$ cat src/ata_identify_probe_sequencer_core_defines.svh
// assertion macros for the identify probe sequencer
`ifndef ATA_IDENTIFY_PROBE_SEQUENCER_CORE_DEFINES_SVH
`define ATA_IDENTIFY_PROBE_SEQUENCER_CORE_DEFINES_SVH

// implication checked on every rising clock edge out of reset
`define AIPS_ASSERT_IMP(label, ante, cons, msg) \
  label: assert property (@(posedge clk_i) disable iff (!rst_ni) (ante) |-> (cons)) \
    else $error(msg);

// implication checked in the cycle after the antecedent
`define AIPS_ASSERT_NEXT(label, ante, cons, msg) \
  label: assert property (@(posedge clk_i) disable iff (!rst_ni) (ante) |=> (cons)) \
    else $error(msg);

`endif

$ cat src/aips_pkg.sv
// types and constants shared by the identify probe sequencer
package aips_pkg;

  typedef enum logic {
    CmdStart    = 1'b0,
    CmdComplete = 1'b1
  } command_e;

  typedef enum logic {
    KindAccess = 1'b0,
    KindReport = 1'b1
  } report_kind_e;

  typedef enum logic [1:0] {
    ResOk       = 2'd0,
    ResNoDevice = 2'd1,
    ResTimeout  = 2'd2,
    ResIoError  = 2'd3
  } result_code_e;

  localparam logic [3:0] RegData        = 4'd0;
  localparam logic [3:0] RegSectorCount = 4'd2;
  localparam logic [3:0] RegLbaMid      = 4'd4;
  localparam logic [3:0] RegLbaHigh     = 4'd5;
  localparam logic [3:0] RegDrive       = 4'd6;
  localparam logic [3:0] RegStatus      = 4'd7;
  localparam logic [3:0] RegCommand     = 4'd7;
  localparam logic [3:0] RegAltStatus   = 4'd8;

  localparam logic [7:0] DriveMaster     = 8'hA0;
  localparam logic [7:0] DriveSlave      = 8'hB0;
  localparam logic [7:0] CmdIdentify     = 8'hEC;

  localparam int unsigned StatBsy = 7;
  localparam int unsigned StatDf  = 5;
  localparam int unsigned StatDrq = 3;
  localparam int unsigned StatErr = 0;

  localparam logic [8:0] IdentifyWords = 9'd256;
  localparam logic [8:0] WordCountLo   = 9'd60;
  localparam logic [8:0] WordCountHi   = 9'd61;
  localparam logic [8:0] WordFeatures  = 9'd83;
  localparam logic [8:0] WordLbaFirst  = 9'd100;
  localparam logic [8:0] WordLbaLast   = 9'd103;
  localparam int unsigned Lba48Bit     = 10;
  localparam logic [8:0] ClearRegs     = 9'd4;

  localparam logic [31:0] PollLimitReset = 32'd1000000000;

  typedef struct packed {
    logic        command;
    logic        channel_select;
    logic        drive_select;
    logic [15:0] read_data;
  } req_t;

  typedef struct packed {
    logic        report_kind;
    logic        bus_channel;
    logic        bus_write;
    logic [3:0]  bus_reg;
    logic        bus_wide;
    logic [7:0]  bus_data;
    logic [1:0]  result_code;
    logic        is_packet_device;
    logic        lba48_supported;
    logic [63:0] sector_count;
  } rsp_t;

  function automatic rsp_t make_access(logic ch, logic wr, logic [3:0] rg, logic wide,
                                       logic [7:0] data);
    rsp_t r;
    r             = '0;
    r.report_kind = KindAccess;
    r.bus_channel = ch;
    r.bus_write   = wr;
    r.bus_reg     = rg;
    r.bus_wide    = wide;
    r.bus_data    = data;
    return r;
  endfunction

  function automatic rsp_t make_report(logic ch, result_code_e code, logic pkt, logic l48,
                                       logic [63:0] count);
    rsp_t r;
    r                  = '0;
    r.report_kind      = KindReport;
    r.bus_channel      = ch;
    r.result_code      = code;
    r.is_packet_device = pkt;
    r.lba48_supported  = l48;
    r.sector_count     = count;
    return r;
  endfunction

endpackage

$ cat src/aips_if.sv
// request and response stream interfaces of the identify probe sequencer
interface aips_req_if import aips_pkg::*; ();
  logic valid;
  logic ready;
  req_t payload;

  modport source (output valid, output payload, input ready);
  modport sink   (input valid, input payload, output ready);
endinterface

interface aips_rsp_if import aips_pkg::*; ();
  logic valid;
  logic ready;
  rsp_t payload;

  modport source (output valid, output payload, input ready);
  modport sink   (input valid, input payload, output ready);
endinterface

$ cat src/ata_identify_probe_sequencer_core.sv
// ATA PIO IDENTIFY DEVICE probe sequencer: top level
// The block takes one item per clock: a start item or a bus completion goes straight
// through the sequencer logic into the result register in the cycle it is transferred,
// so its result shows in the next cycle. The request side is
// ready whenever the result register is empty or its content is taken in the same
// cycle, so the sustained rate is one item per cycle while the downstream side keeps up.
// A start item drops any running probe; a completion while idle gives no result.
`include "ata_identify_probe_sequencer_core_defines.svh"

module ata_identify_probe_sequencer_core import aips_pkg::*; #(
  parameter int unsigned DELAY_READS = 4
) (
  input  logic        clk_i,
  input  logic        rst_ni,
  input  logic        cfg_we_i,
  input  logic [31:0] cfg_wdata_i,
  aips_req_if.sink    req_i,
  aips_rsp_if.source  rsp_o
);

  typedef enum logic [4:0] {
    PhIdle, PhSelW, PhSelDly, PhChk1, PhBsy1,
    PhSel2W, PhSel2Dly, PhClr, PhCmd, PhChk2, PhBsy2,
    PhSigMid, PhSigHigh, PhDrq, PhData
  } phase_e;

  localparam logic [8:0] DelayCount = 9'(DELAY_READS);

  phase_e      phase_q, phase_d;
  logic [31:0] poll_limit_q;
  logic [31:0] poll_count_q, poll_count_d;
  logic [8:0]  step_index_q, step_index_d;
  logic        channel_q, channel_d;
  logic        drive_q, drive_d;
  logic        lba48_q, lba48_d;
  logic [31:0] small_q, small_d;
  logic [63:0] large_q, large_d;
  logic        sig_q, sig_d;
  logic        rsp_valid_q;
  rsp_t        rsp_q, rsp_d;
  logic        emit;
  logic        req_xfer;

  logic [7:0]  b;
  logic [15:0] word;
  logic [8:0]  step_inc;
  logic [31:0] poll_inc;
  logic        poll_timeout;
  logic [7:0]  drive_byte;
  logic [63:0] count;

  assign req_i.ready   = !rsp_valid_q || rsp_o.ready;
  assign req_xfer      = req_i.valid && req_i.ready;
  assign rsp_o.valid   = rsp_valid_q;
  assign rsp_o.payload = rsp_q;

  assign word         = req_i.payload.read_data;
  assign b            = word[7:0];
  assign step_inc     = step_index_q + 9'd1;
  assign poll_inc     = poll_count_q + 32'd1;
  assign poll_timeout = poll_inc >= poll_limit_q;
  assign drive_byte   = drive_q ? DriveSlave : DriveMaster;

  always_comb begin
    phase_d      = phase_q;
    poll_count_d = poll_count_q;
    step_index_d = step_index_q;
    channel_d    = channel_q;
    drive_d      = drive_q;
    lba48_d      = lba48_q;
    small_d      = small_q;
    large_d      = large_q;
    sig_d        = sig_q;
    rsp_d        = '0;
    emit         = 1'b0;
    count        = '0;

    if (req_xfer) begin
      if (req_i.payload.command == CmdStart) begin
        channel_d    = req_i.payload.channel_select;
        drive_d      = req_i.payload.drive_select;
        lba48_d      = 1'b0;
        small_d      = '0;
        large_d      = '0;
        sig_d        = 1'b0;
        poll_count_d = '0;
        step_index_d = '0;
        phase_d      = PhSelW;
        emit         = 1'b1;
        rsp_d        = make_access(req_i.payload.channel_select, 1'b1, RegDrive, 1'b0,
                                   req_i.payload.drive_select ? DriveSlave : DriveMaster);
      end else begin
        emit = 1'b1;
        unique case (phase_q)
          PhSelW, PhSel2W: begin
            step_index_d = '0;
            phase_d      = (phase_q == PhSelW) ? PhSelDly : PhSel2Dly;
            rsp_d        = make_access(channel_q, 1'b0, RegAltStatus, 1'b0, 8'h00);
          end
          PhSelDly: begin
            step_index_d = step_inc;
            if (step_inc < DelayCount) begin
              rsp_d = make_access(channel_q, 1'b0, RegAltStatus, 1'b0, 8'h00);
            end else begin
              phase_d = PhChk1;
              rsp_d   = make_access(channel_q, 1'b0, RegStatus, 1'b0, 8'h00);
            end
          end
          PhSel2Dly: begin
            step_index_d = step_inc;
            if (step_inc < DelayCount) begin
              rsp_d = make_access(channel_q, 1'b0, RegAltStatus, 1'b0, 8'h00);
            end else begin
              step_index_d = '0;
              phase_d      = PhClr;
              rsp_d        = make_access(channel_q, 1'b1, RegSectorCount, 1'b0, 8'h00);
            end
          end
          PhChk1, PhChk2, PhSigHigh: begin
            poll_count_d = '0;
            if (phase_q != PhSigHigh && b == 8'h00) begin
              phase_d = PhIdle;
              rsp_d   = make_report(channel_q, ResNoDevice, 1'b0, 1'b0, '0);
            end else if (phase_q == PhSigHigh && (sig_q || b != 8'h00)) begin
              sig_d   = 1'b1;
              phase_d = PhIdle;
              rsp_d   = make_report(channel_q, ResNoDevice, 1'b1, 1'b0, '0);
            end else if (poll_limit_q == '0) begin
              phase_d = PhIdle;
              rsp_d   = make_report(channel_q, ResTimeout, 1'b0, 1'b0, '0);
            end else begin
              phase_d = (phase_q == PhChk1) ? PhBsy1 :
                        (phase_q == PhChk2) ? PhBsy2 : PhDrq;
              rsp_d   = make_access(channel_q, 1'b0, RegStatus, 1'b0, 8'h00);
            end
          end
          PhBsy1, PhBsy2, PhDrq: begin
            if ((phase_q != PhDrq || !b[StatBsy]) && !b[StatBsy] && phase_q == PhBsy1) begin
              phase_d = PhSel2W;
              rsp_d   = make_access(channel_q, 1'b1, RegDrive, 1'b0, drive_byte);
            end else if (!b[StatBsy] && phase_q == PhBsy2) begin
              phase_d = PhSigMid;
              rsp_d   = make_access(channel_q, 1'b0, RegLbaMid, 1'b0, 8'h00);
            end else if (!b[StatBsy] && phase_q == PhDrq && (b[StatErr] || b[StatDf])) begin
              phase_d = PhIdle;
              rsp_d   = make_report(channel_q, ResIoError, 1'b0, 1'b0, '0);
            end else if (!b[StatBsy] && phase_q == PhDrq && b[StatDrq]) begin
              step_index_d = '0;
              phase_d      = PhData;
              rsp_d        = make_access(channel_q, 1'b0, RegData, 1'b1, 8'h00);
            end else begin
              poll_count_d = poll_inc;
              if (poll_timeout) begin
                phase_d = PhIdle;
                rsp_d   = make_report(channel_q, ResTimeout, 1'b0, 1'b0, '0);
              end else begin
                rsp_d = make_access(channel_q, 1'b0, RegStatus, 1'b0, 8'h00);
              end
            end
          end
          PhClr: begin
            step_index_d = step_inc;
            if (step_inc < ClearRegs) begin
              rsp_d = make_access(channel_q, 1'b1, RegSectorCount + step_inc[3:0], 1'b0,
                                  8'h00);
            end else begin
              phase_d = PhCmd;
              rsp_d   = make_access(channel_q, 1'b1, RegCommand, 1'b0, CmdIdentify);
            end
          end
          PhCmd: begin
            phase_d = PhChk2;
            rsp_d   = make_access(channel_q, 1'b0, RegStatus, 1'b0, 8'h00);
          end
          PhSigMid: begin
            sig_d   = (b != 8'h00);
            phase_d = PhSigHigh;
            rsp_d   = make_access(channel_q, 1'b0, RegLbaHigh, 1'b0, 8'h00);
          end
          PhData: begin
            if (step_index_q == WordCountLo) begin
              small_d[15:0] = word;
            end else if (step_index_q == WordCountHi) begin
              small_d[31:16] = word;
            end else if (step_index_q == WordFeatures) begin
              lba48_d = word[Lba48Bit];
            end else if (step_index_q >= WordLbaFirst && step_index_q <= WordLbaLast) begin
              large_d[{step_index_q[1:0], 4'b0000} +: 16] = word;
            end
            step_index_d = step_inc;
            count = (lba48_d && large_d != '0) ? large_d : {32'h0, small_d};
            if (step_inc < IdentifyWords) begin
              rsp_d = make_access(channel_q, 1'b0, RegData, 1'b1, 8'h00);
            end else if (count == '0) begin
              phase_d = PhIdle;
              rsp_d   = make_report(channel_q, ResIoError, 1'b0, lba48_d, '0);
            end else begin
              phase_d = PhIdle;
              rsp_d   = make_report(channel_q, ResOk, 1'b0, lba48_d, count);
            end
          end
          default: begin
            emit = 1'b0;
          end
        endcase
      end
    end
  end

  always_ff @(posedge clk_i or negedge rst_ni) begin
    if (!rst_ni) begin
      phase_q      <= PhIdle;
      poll_limit_q <= PollLimitReset;
      poll_count_q <= '0;
      step_index_q <= '0;
      channel_q    <= 1'b0;
      drive_q      <= 1'b0;
      lba48_q      <= 1'b0;
      small_q      <= '0;
      large_q      <= '0;
      sig_q        <= 1'b0;
      rsp_valid_q  <= 1'b0;
    end else begin
      phase_q      <= phase_d;
      poll_count_q <= poll_count_d;
      step_index_q <= step_index_d;
      channel_q    <= channel_d;
      drive_q      <= drive_d;
      lba48_q      <= lba48_d;
      small_q      <= small_d;
      large_q      <= large_d;
      sig_q        <= sig_d;
      if (cfg_we_i) begin
        poll_limit_q <= cfg_wdata_i;
      end
      if (req_xfer) begin
        rsp_valid_q <= emit;
      end else if (rsp_o.ready) begin
        rsp_valid_q <= 1'b0;
      end
    end
  end

  // payload register, no reset needed
  always_ff @(posedge clk_i) begin
    if (req_xfer && emit) begin
      rsp_q <= rsp_d;
    end
  end

  `AIPS_ASSERT_IMP(a_access_fields_clear,
    rsp_o.valid && rsp_o.payload.report_kind == KindAccess,
    rsp_o.payload.result_code == ResOk && rsp_o.payload.sector_count == '0,
    "access request carries report fields")
  `AIPS_ASSERT_IMP(a_report_bus_clear,
    rsp_o.valid && rsp_o.payload.report_kind == KindReport,
    !rsp_o.payload.bus_write && rsp_o.payload.bus_reg == RegData && !rsp_o.payload.bus_wide,
    "report carries bus access fields")
  `AIPS_ASSERT_NEXT(a_idle_completion_silent,
    req_xfer && req_i.payload.command == CmdComplete && phase_q == PhIdle,
    !rsp_o.valid,
    "completion while idle produced a result")
  `AIPS_ASSERT_NEXT(a_start_selects_drive,
    req_xfer && req_i.payload.command == CmdStart,
    rsp_o.valid && rsp_o.payload.bus_write && rsp_o.payload.bus_reg == RegDrive,
    "start transfer did not select the drive")

endmodule

$ cat src/flat_wrapper.sv
// flat-port wrapper written by rule: the top's interface ports become plain ports
module ata_identify_probe_sequencer_core_flat import aips_pkg::*;
#(
  parameter int unsigned DELAY_READS = 4
)
  (clk_i, rst_ni, cfg_we_i, cfg_wdata_i, req_i_valid, req_i_payload, req_i_ready, rsp_o_valid, rsp_o_payload, rsp_o_ready);
  aips_req_if req_i_i ();
  aips_rsp_if rsp_o_i ();
  input  logic clk_i;
  input  logic rst_ni;
  input  logic cfg_we_i;
  input  logic [31:0] cfg_wdata_i;
  input wire logic [$bits(req_i_i.valid)-1:0] req_i_valid;
  input wire logic [$bits(req_i_i.payload)-1:0] req_i_payload;
  output wire logic [$bits(req_i_i.ready)-1:0] req_i_ready;
  output wire logic [$bits(rsp_o_i.valid)-1:0] rsp_o_valid;
  output wire logic [$bits(rsp_o_i.payload)-1:0] rsp_o_payload;
  input wire logic [$bits(rsp_o_i.ready)-1:0] rsp_o_ready;
  assign req_i_i.valid = req_i_valid;
  assign req_i_i.payload = req_i_payload;
  assign req_i_ready = req_i_i.ready;
  assign rsp_o_valid = rsp_o_i.valid;
  assign rsp_o_payload = rsp_o_i.payload;
  assign rsp_o_i.ready = rsp_o_ready;
  ata_identify_probe_sequencer_core #(.DELAY_READS(DELAY_READS)) u_core (.clk_i(clk_i), .rst_ni(rst_ni), .cfg_we_i(cfg_we_i), .cfg_wdata_i(cfg_wdata_i), .req_i(req_i_i), .rsp_o(rsp_o_i));
endmodule
$ cat config.mk
export PLATFORM = sky130hd
export DESIGN_NAME = ata_identify_probe_sequencer_core_flat
export DESIGN_NICKNAME = d
export VERILOG_FILES = /design/src/aips_pkg.sv /design/src/aips_if.sv /design/src/ata_identify_probe_sequencer_core.sv /design/src/flat_wrapper.sv
export VERILOG_INCLUDE_DIRS = /design/src /design/src/src
export SDC_FILE = /design/constraint.sdc
export NUM_CORES = 1
export LEC_CHECK = 0
export CAP_MARGIN = 40
export CORE_MARGIN = 1.5
export CORE_UTILIZATION = 62
export CTS_BUF_LIST = sky130_fd_sc_hd__clkbuf_4 sky130_fd_sc_hd__clkbuf_8 sky130_fd_sc_hd__clkbuf_16
export CTS_CLUSTER_DIAMETER = 200
export DETAILED_ROUTE_END_ITERATION = 10
export DONT_BUFFER_PORTS = 1
export GPL_ROUTABILITY_DRIVEN = 0
export PLACE_DENSITY = 0.87
export SYNTH_ARGS = -nofsm -noshare
export SYNTH_HDL_FRONTEND = slang
export SYNTH_SLANG_ARGS = --single-unit
$ cat constraint.sdc
create_clock -name clk_i -period 5.3 [get_ports clk_i]
set_input_delay 0.265 -clock clk_i [delete_from_list [all_inputs] [get_ports clk_i]]
set_output_delay 0.265 -clock clk_i [all_outputs]
set_load 0.005 [all_outputs]
==> impl_metrics.ini, run 1 <==
[cts]
cts_tree = yes
clkTransAtPathRegs_ps = 60
cts_max_level = 1
clk_path_buf_depth = 3
root_buffer = clkbuf_16
post-cts-setup-buffer-count = 0
clkLatencyLatePin_ps = 550
cts.hold.buffers_added = 55
numCtsBuffers = 27
cts.repair.resized = 0
cts.sinks = 257

[synthesis]
ys.flop_type = dfrtp_1
ys_seq_elements = 257
yosysSeqAreaShare = 0.4834
async_flop_share = 0.6926
synth_area_per_cell_sq_um = 9.762
synthCells = 1450
netlist_area_sq_um = 14150
synth_cell_types = 75
synth_edf_count = 79
ys_warn_count = 0

[final_layout]
final_common_cell = dfrtp_1
nFillCells = 1546
layout-drive-gt1-share = 0.09634
area_growth_pct = 11.46
stdcell_count = 1764
final_cell_mix = 165 x dfrtp_1, 155 x nor2_1, 132 x nand2_1
fin_nets = 1549
fin_area_sq_um = 15780
utilization = 0.7011

[status]
violations = hold timing
status = complete, but fails checks

[drt]
via_per_inst = 6.950
drc = 0
post_drt_wl_per_cell_microns = 23.08
routed_wl_microns = 40710
via_count = 12260
drt_iter0_drc = 1411
drt-pass1-iter-count = 8
ant_nets = 0

[global_route]
track_usage = 0.3430
grt_max_degree = 179
antenna_found_initial = 2
overflow = 0
grt_pass1_wl_microns = 64290
grt_pass1_vias = 11840

[worst_setup_path]
rr_worst_depth = 18
crit_family = simple AND/OR/NAND/NOR gates
r2r_end = u_core.phase_q[3]
critical_path.startpoint = u_core.poll_count_q[6]
worstSetupEndpoint = u_core.phase_q[3]
slowest_stage = nor4_1
crit_buf_inv = 1
r2r-start = u_core.poll_count_q[6]
crit_path_end_kind = flop
crit_path_cell_trace = and3_1 -> nand4_1 -> nor3_1 -> buf_4 -> and3_1 -> nand3_1 -> nor4_1 -> xor2_1 -> ha_1 -> nand4_1 -> nor3_1 -> nand4_1 -> nor3_1 -> a211oi_1 -> nand3_1 -> o21ai_0 -> o21ai_0 -> mux2_2
cp_max_fo = 8
cp.arrival_ps = 5240
criticalPathCategory = flop to flop
slowest_delay_ps = 530
cp.depth = 18
worstPathRequired_ps = 5730
critPathLaunchType = flop
r2r_slack_ps = 490

[sta]
rsz0062_at_grt = no
period_minus_slack_ps = 4815
hold_viol_final = 1
relSlewSlack = 0.3944
worst_pin_slew_ps = 908.4
worst_slack_ps = 485.4
clock_skew_ps = 14.94
whs_ps = -10.27
min_period_over_period = 0.9084
slew_viol_final = 0
setup_tns_ps = 0
finalSetupViolCount = 0
clock.fmax_mhz = 207.7

[die]
rows = 55
initial_core_util = 0.6290
core_region_area_sq_um = 22500
pin_count = 142
die_area_sq_um = 23750
die_h_microns = 154.1
die_x_microns = 154.1

[power]
ir_worst_vdd_mv = 0.2914
p_leak_nw = 6.839
p_total_mw = 5.115
p_per_area_nw_per_um2 = 324.2

[hold_path]
hp-class = primary input to flop

[placement]
io_buffers = 0
dpl_cell_area_sq_um = 14250
place_inst = 1654
dpl.hpwl_microns = 24510
dp_slack_ps = 626.2

[job]
maxCapViolCount = 0
flip-flops by register name, indices dropped and copies added (netlist names):
name                  cells
u_core.drive_q            1
u_core.rsp_o.payload     79
u_core.step_index_q       9
u_core.small_q           32
u_core.sig_q              1
u_core.poll_limit_q      32
u_core.large_q           64
u_core.phase_q            4
u_core.poll_count_q      32
u_core.channel_q          1
u_core.rsp_o.valid        1
u_core.lba48_q            1
synth_stat cells (all sizes together), types with 23 or more instances:
| master | n | area [sq um] |
|---|---|---|
| nand2 | 132 | 495.5 |
| nand3 | 35 | 175.2 |
| a21oi | 48 | 240.2 |
| nor3 | 26 | 140.1 |
| clkbuf | 76 | 285.3 |
| a21o | 23 | 172.7 |
| mux2 | 29 | 326.6 |
| a22oi | 51 | 382.9 |
| buf | 31 | 177.7 |
| dfrtp | 165 | 4129 |
| nor2 | 155 | 581.8 |
| nor4 | 33 | 236.5 |
| o21ai | 125 | 625.6 |
| edfxtp | 79 | 2372 |
| inv | 48 | 180.2 |
| a22o | 92 | 805.8 |
| ha | 40 | 500.5 |
final cells by class:
cell class / instances / area [sq um] / share of cell area
multi-input combinational: 1039 / 6680 / 0.4234
timing repair buffer: 80 / 769.5 / 0.04877
tap: 285 / 356.6 / 0.02260
antenna: 5 / 12.51 / 0.0007931
inverter: 48 / 181.4 / 0.01150
sequential: 257 / 6843 / 0.4337
clock inverter: 14 / 147.6 / 0.009358
clock buffer: 36 / 785.8 / 0.04981
logic make-up (layout without fill, tap and decap cells):
logic type	after synthesis	after routing	share of synthesized area
other	1	7	0.0002649
flip-flops	257	257	0.4834
multiplexers	46	46	0.03509
adder cells (fa/ha/maj)	41	41	0.03606
XOR/XNOR	38	38	0.02351
buffers and inverters	155	178	0.04543
AND/OR/NAND/NOR	487	487	0.1670
AO/OA/AOI/OAI	425	425	0.2092
per-layer routing:
| metal | global-route usage | wire length [microns] |
|---|---|---|
| met1 | 0.4238 | 14850 |
| met2 | 0.5624 | 18790 |
| met3 | 0.08455 | 4571 |
| met5 | 0 | 0 |
| met4 | 0.1738 | 2507 |
how the worst min path moves through the flow:
stage / start / to / slack, ps / cells past startpoint
after floorplan: rst_ni / u_core.channel_q / -30 / 0
after global placement: rst_ni / u_core.large_q[59] / -20 / 0
after detailed placement: rst_ni / u_core.large_q[59] / -20 / 0
after CTS: req_i_payload[1] / u_core.rsp_o.payload[49] / 2 / 2
after global routing: req_i_payload[15] / u_core.rsp_o.payload[47] / 2 / 2
final: req_i_payload[7] / u_core.rsp_o.payload[55] / -10 / 2
power by group:
group / total [mW] / internal [mW] / switching (mW)
Combinational: 0.810 / 0.281 / 0.529
Clock: 1.95 / 1.15 / 0.806
Sequential: 2.35 / 2.20 / 0.153
Total: 5.12 / 3.63 / 1.49
Power figures use the tool's default switching activity.
==> inputs of run 2 (changes only) <==
Settings changed: CELL_PAD_IN_SITES_DETAIL_PLACEMENT set to 1, CELL_PAD_IN_SITES_GLOBAL_PLACEMENT set to 1, CORE_UTILIZATION 62 to 50, PLACE_DENSITY 0.87 to 0.9, SLEW_MARGIN set to 20.
==> impl_metrics.ini, run 2 (synthesis results as in run 1) <==
[worst_setup_path]
critPathLaunchType = flop
crit_family = simple AND/OR/NAND/NOR gates
cp_max_fo = 8
crit_path_end_kind = flop
worstPathRequired_ps = 5740
cp.depth = 19
crit_buf_inv = 1
rr_worst_depth = 19
criticalPathCategory = flop to flop
crit_path_cell_trace = and3_1 -> nand4_1 -> nor3_1 -> buf_4 -> and3_1 -> nand3_1 -> nor2_2 -> and3_1 -> xor2_1 -> ha_1 -> nand4_1 -> nor3_1 -> nand4_1 -> nor3_1 -> a211oi_1 -> nand3_1 -> o21ai_0 -> o21ai_0 -> mux2_2
cp.arrival_ps = 5330
slowest_delay_ps = 490
slowest_stage = dfrtp_1

[die]
core_region_area_sq_um = 27860
pin_count = 142
die_area_sq_um = 29330
die_h_microns = 171.3
initial_core_util = 0.5081
die_x_microns = 171.3
rows = 61

[sta]
rsz0062_at_grt = no
hold_viol_final = 0
min_period_over_period = 0.9217
setup_tns_ps = 0
clock.fmax_mhz = 204.7
worst_slack_ps = 415.0
finalSetupViolCount = 0
clock_skew_ps = 19.32
relSlewSlack = 0.2987
worst_pin_slew_ps = 1052
whs_ps = 5.358
period_minus_slack_ps = 4885
slew_viol_final = 0

[cts]
clkTransAtPathRegs_ps = 60
cts.sinks = 257
clk_path_buf_depth = 3
cts_max_level = 1
numCtsBuffers = 28
clkLatencyLatePin_ps = 570
root_buffer = clkbuf_16
post-cts-setup-buffer-count = 0
cts_tree = yes

[drt]
wl_met1_microns = 18140
post_drt_wl_per_cell_microns = 25.99
via_count = 12390
maxUsedRoutingLayer = met4
wl_met2_microns = 23250
ant_nets = 0
drt-pass1-iter-count = 5
via_per_inst = 6.676
drt_iter0_drc = 1066
wl_met3_microns = 4032
drc = 0
routed_wl_microns = 48240

[placement]
dpl.hpwl_microns = 28760
dpl_cell_area_sq_um = 14380
io_buffers = 0
dp_slack_ps = 506.5
place_inst = 1747

[final_layout]
area_growth_pct = 12.84
stdcell_count = 1856
largest_reg_flops = 79
final_cell_mix = 165 x dfrtp_1, 154 x nor2_1, 132 x nand2_1
nFillCells = 3037
utilization = 0.5734
fin_area_sq_um = 15970
layout-drive-gt1-share = 0.09675
n_antenna_cell = 0
final_common_cell = dfrtp_1
fin_nets = 1552

[power]
p_leak_nw = 6.889
p_per_area_nw_per_um2 = 333.1
p_total_mw = 5.321
ir_worst_vdd_mv = 0.2661

[global_route]
grt_pass1_wl_microns = 75240
track_usage = 0.3336
grt_pass1_vias = 12870
antenna_found_initial = 1
overflow = 0
grt_max_degree = 179

[status]
status = completed

[hold_path]
min_path_cells = 2
hp-class = primary input to flop

[job]
maxCapViolCount = 0
## run 2: where the power goes
part | switching, mW | leakage, nW | internal [mW]
clock | 0.839 | 0.491 | 1.27
sequential | 0.158 | 3.18 | 2.20
combinational | 0.570 | 3.22 | 0.284
## run 2: final timing paths
check	slack, ps	start	end
max	410	u_core.poll_count_q[6]	u_core.phase_q[0]
min	5	req_i_payload[1]	u_core.rsp_o.payload[49]
max reg2reg	410	u_core.poll_count_q[6]	u_core.phase_q[0]
min reg2reg	500	u_core.sig_q	u_core.sig_q
max in group asynchronous	4050	rst_ni	u_core.poll_limit_q[8]
min in group asynchronous	350	rst_ni	u_core.large_q[61]
## run 2: layout make-up
class	count	area [sq um]	share of cell area
clock buffers	36	773.2	0.04841
clock inverters	16	214.0	0.01339
inverters	48	181.4	0.01136
multi-input cells	1039	6689	0.4188
flip-flops and latches	257	6843	0.4284
well taps	378	473.0	0.02961
repair buffers	82	799.5	0.05005
## run 2: timing repair
action | CTS | global route
hold buffers | 56 | 0
endpoints found under the hold margin | 326 | 0
gates resized for setup | 0 | 2
setup endpoints to repair | 0 | 2
## run 2: metal layers
layer	vias up	GRT usage
li1	5349	-
met1	6243	0.3975
met2	612	0.5629
met3	186	0.07432
met4	0	0.1793
met5	-	0
==> inputs of run 3 (changes only) <==
Settings changed: ABC_AREA set to 1, CORE_UTILIZATION 50 to 48, PLACE_DENSITY 0.9 to 0.91.
==> impl_metrics.ini, run 3 <==
[synthesis]
yosysSeqAreaShare = 0.4637
ys.flop_type = dfrtp_1
netlist_area_sq_um = 14760
synth_area_per_cell_sq_um = 7.568
netlist.area_leader.share = 0.2798
synth_top_cell_by_area = dfrtp_1
yosysMostFrequentCell = nand2_1
ys_warn_count = 0
async_flop_share = 0.6926
yosys-top-cells-count = 464 x nand2_1, 320 x inv_1, 223 x nor2_1
synthTopCellsByArea = dfrtp_1 28%, edfxtp_1 16%, nand2_1 12%, inv_1 8.1%, nor2_1 5.7%
ys_seq_elements = 257
synthCells = 1950
synth_edf_count = 79
synth_cell_types = 44

[power]
p_int_mw = 3.997
combPwrFrac = 0.199
seqPwrFrac = 0.429
p_leak_nw = 7.776
ir_worst_vdd_mv = 0.3229
p_sw_mw = 1.943
p_sw_frac = 0.3271
p_per_area_nw_per_um2 = 353.4
power_frac_clock = 0.372

[final_layout]
final_common_cell = nand2_1
nFillCells = 3712
area_growth_pct = 13.91
fin_area_sq_um = 16810
largest_reg_flops = 79
utilization = 0.5524
final_cell_mix = 464 x nand2_1, 319 x inv_1, 221 x nor2_1
layout-drive-gt1-share = 0.05982
fin_nets = 2078

[cts]
clkTransAtPathRegs_ps = 60
clk_path_buf_depth = 3
cts_max_level = 1
root_buffer = clkbuf_16
clkLatencyLatePin_ps = 580
numCtsBuffers = 30
cts.sinks = 257
cts_tree = yes

[placement]
dpl_cell_area_sq_um = 15120
io_buffers = 0
dpl.hpwl_microns = 34320
dp_slack_ps = 54.23

[sta]
clock.fmax_mhz = 203.8
worst_pin_slew_ps = 986.6
whs_ps = 16.69
slew_viol_final = 0
relSlewSlack = 0.3423
finalSetupViolCount = 0
clock_skew_ps = 13.79
worst_slack_ps = 393.8
hold_viol_final = 0
setup_tns_ps = 0
period_minus_slack_ps = 4906
min_period_over_period = 0.9257

[worst_setup_path]
criticalPathCategory = flop to flop
cp_max_fo = 6
slowest_delay_ps = 420
cp.arrival_ps = 5340
worstPathRequired_ps = 5740
critPathLaunchType = flop
slowest_stage = dfrtp_1
crit_path_end_kind = flop

[global_route]
grt_pass1_vias = 15160
grt_max_degree = 179
overflow = 0
grt_pass1_wl_microns = 82010
track_usage = 0.3295
antenna_found_initial = 1

[die]
die_x_microns = 178.3
pin_count = 142
die_h_microns = 178.3
die_area_sq_um = 31800
rows = 64
initial_core_util = 0.4850
core_region_area_sq_um = 30430

[drt]
post_drt_wl_per_cell_microns = 21.49
drt_iter0_drc = 983
routed_wl_microns = 51680
drt-pass1-iter-count = 5
via_per_inst = 5.890
ant_nets = 0
via_count = 14170
drc = 0

[status]
status = completed

[hold_path]
hp-class = primary input to flop

[job]
maxCapViolCount = 0
## run 3: cell types whose count changed after synthesis, moves of 51 or more
cell and change:
a22o_1 -92, nor2_1 +68, inv_1 +272, nand3_1 +85, o22ai_1 +123, a22oi_1 -51
nand2_1 +332
## run 3: power groups by stage
stage	clock network (mW)	registers, mW	logic (mW)
after global routing	2.29	2.59	1.29
after global placement	0	2.57	0.994
after floorplan	0	2.54	0.729
after detailed placement	0	2.59	1.06
after CTS	2.21	2.55	1.14
final	2.21	2.55	1.18
## run 3: layout make-up
cell class | instances | area [sq um] | area share
repair buffers | 90 | 898.4 | 0.05345
clock inverters | 22 | 241.5 | 0.01437
diodes | 3 | 7.507 | 0.0004466
inverters | 325 | 1221 | 0.07265
flip-flops and latches | 257 | 6843 | 0.4071
well taps | 396 | 495.5 | 0.02948
clock buffers | 34 | 798.3 | 0.04749
multi-input cells | 1278 | 6304 | 0.3750
## run 3: critical path, delay by kind of cell, from the launching register on
kind	cells	cell delay, ps
buf+inv	3	390
xor+xnor	1	290
simple gates	15	2260
compound gates	8	1100
flops	1	420
fa+ha+maj	1	310
## run 3: path summary, 6_finish.rpt
check                           depth (start not counted)                     from  slack [ps]                       to
worst max-delay path                                   28   u_core.poll_count_q[0]         390        u_core.phase_q[0]
worst min-delay path                                    2         req_i_payload[6]          20       u_core.small_q[22]
worst max register to register                         28   u_core.poll_count_q[0]         390        u_core.phase_q[0]
worst min register to register                          2  u_core.poll_count_q[31]         510  u_core.poll_count_q[31]
max in group asynchronous                               2                   rst_ni        4170       u_core.small_q[25]
min in group asynchronous                               2                   rst_ni         360   u_core.poll_limit_q[2]
## run 3: timing repair
action | in CTS | in global routing
setup buffers | 0 | 1
hold endpoints to repair | 252 | 0
endpoints found under the setup margin | 2 | 40
pin swaps | 0 | 0
hold buffers | 55 | 0
resized for setup | 1 | 3
## run 3: through the flow
stage	std cells	power, mW
after floorplan	1951	3.266
after global placement	2284	3.564
after detailed placement	2287	3.647
after CTS	2398	5.906
after global routing	2403	6.166
final	2405	5.940
## run 3: kinds of logic after synthesis
logic type	count (synthesis)	synth area share
AND/OR/NAND/NOR	877	0.2434
XOR/XNOR	32	0.01899
other	1	0.0002541
adder cells (fa/ha/maj)	40	0.03392
buffers and inverters	416	0.1125
AO/OA/AOI/OAI	327	0.1272
flip-flops	257	0.4637
## run 3: layer usage
| metal | vias up | share of wire | track usage |
|---|---|---|---|
| li1 | 6424 | - | - |
| met1 | 6993 | 0.39 | 0.3852 |
| met2 | 535 | 0.49 | 0.5786 |
| met3 | 213 | 0.060 | 0.05669 |
| met4 | 0 | 0.057 | 0.1684 |
| met5 | - | 0 | 0 |
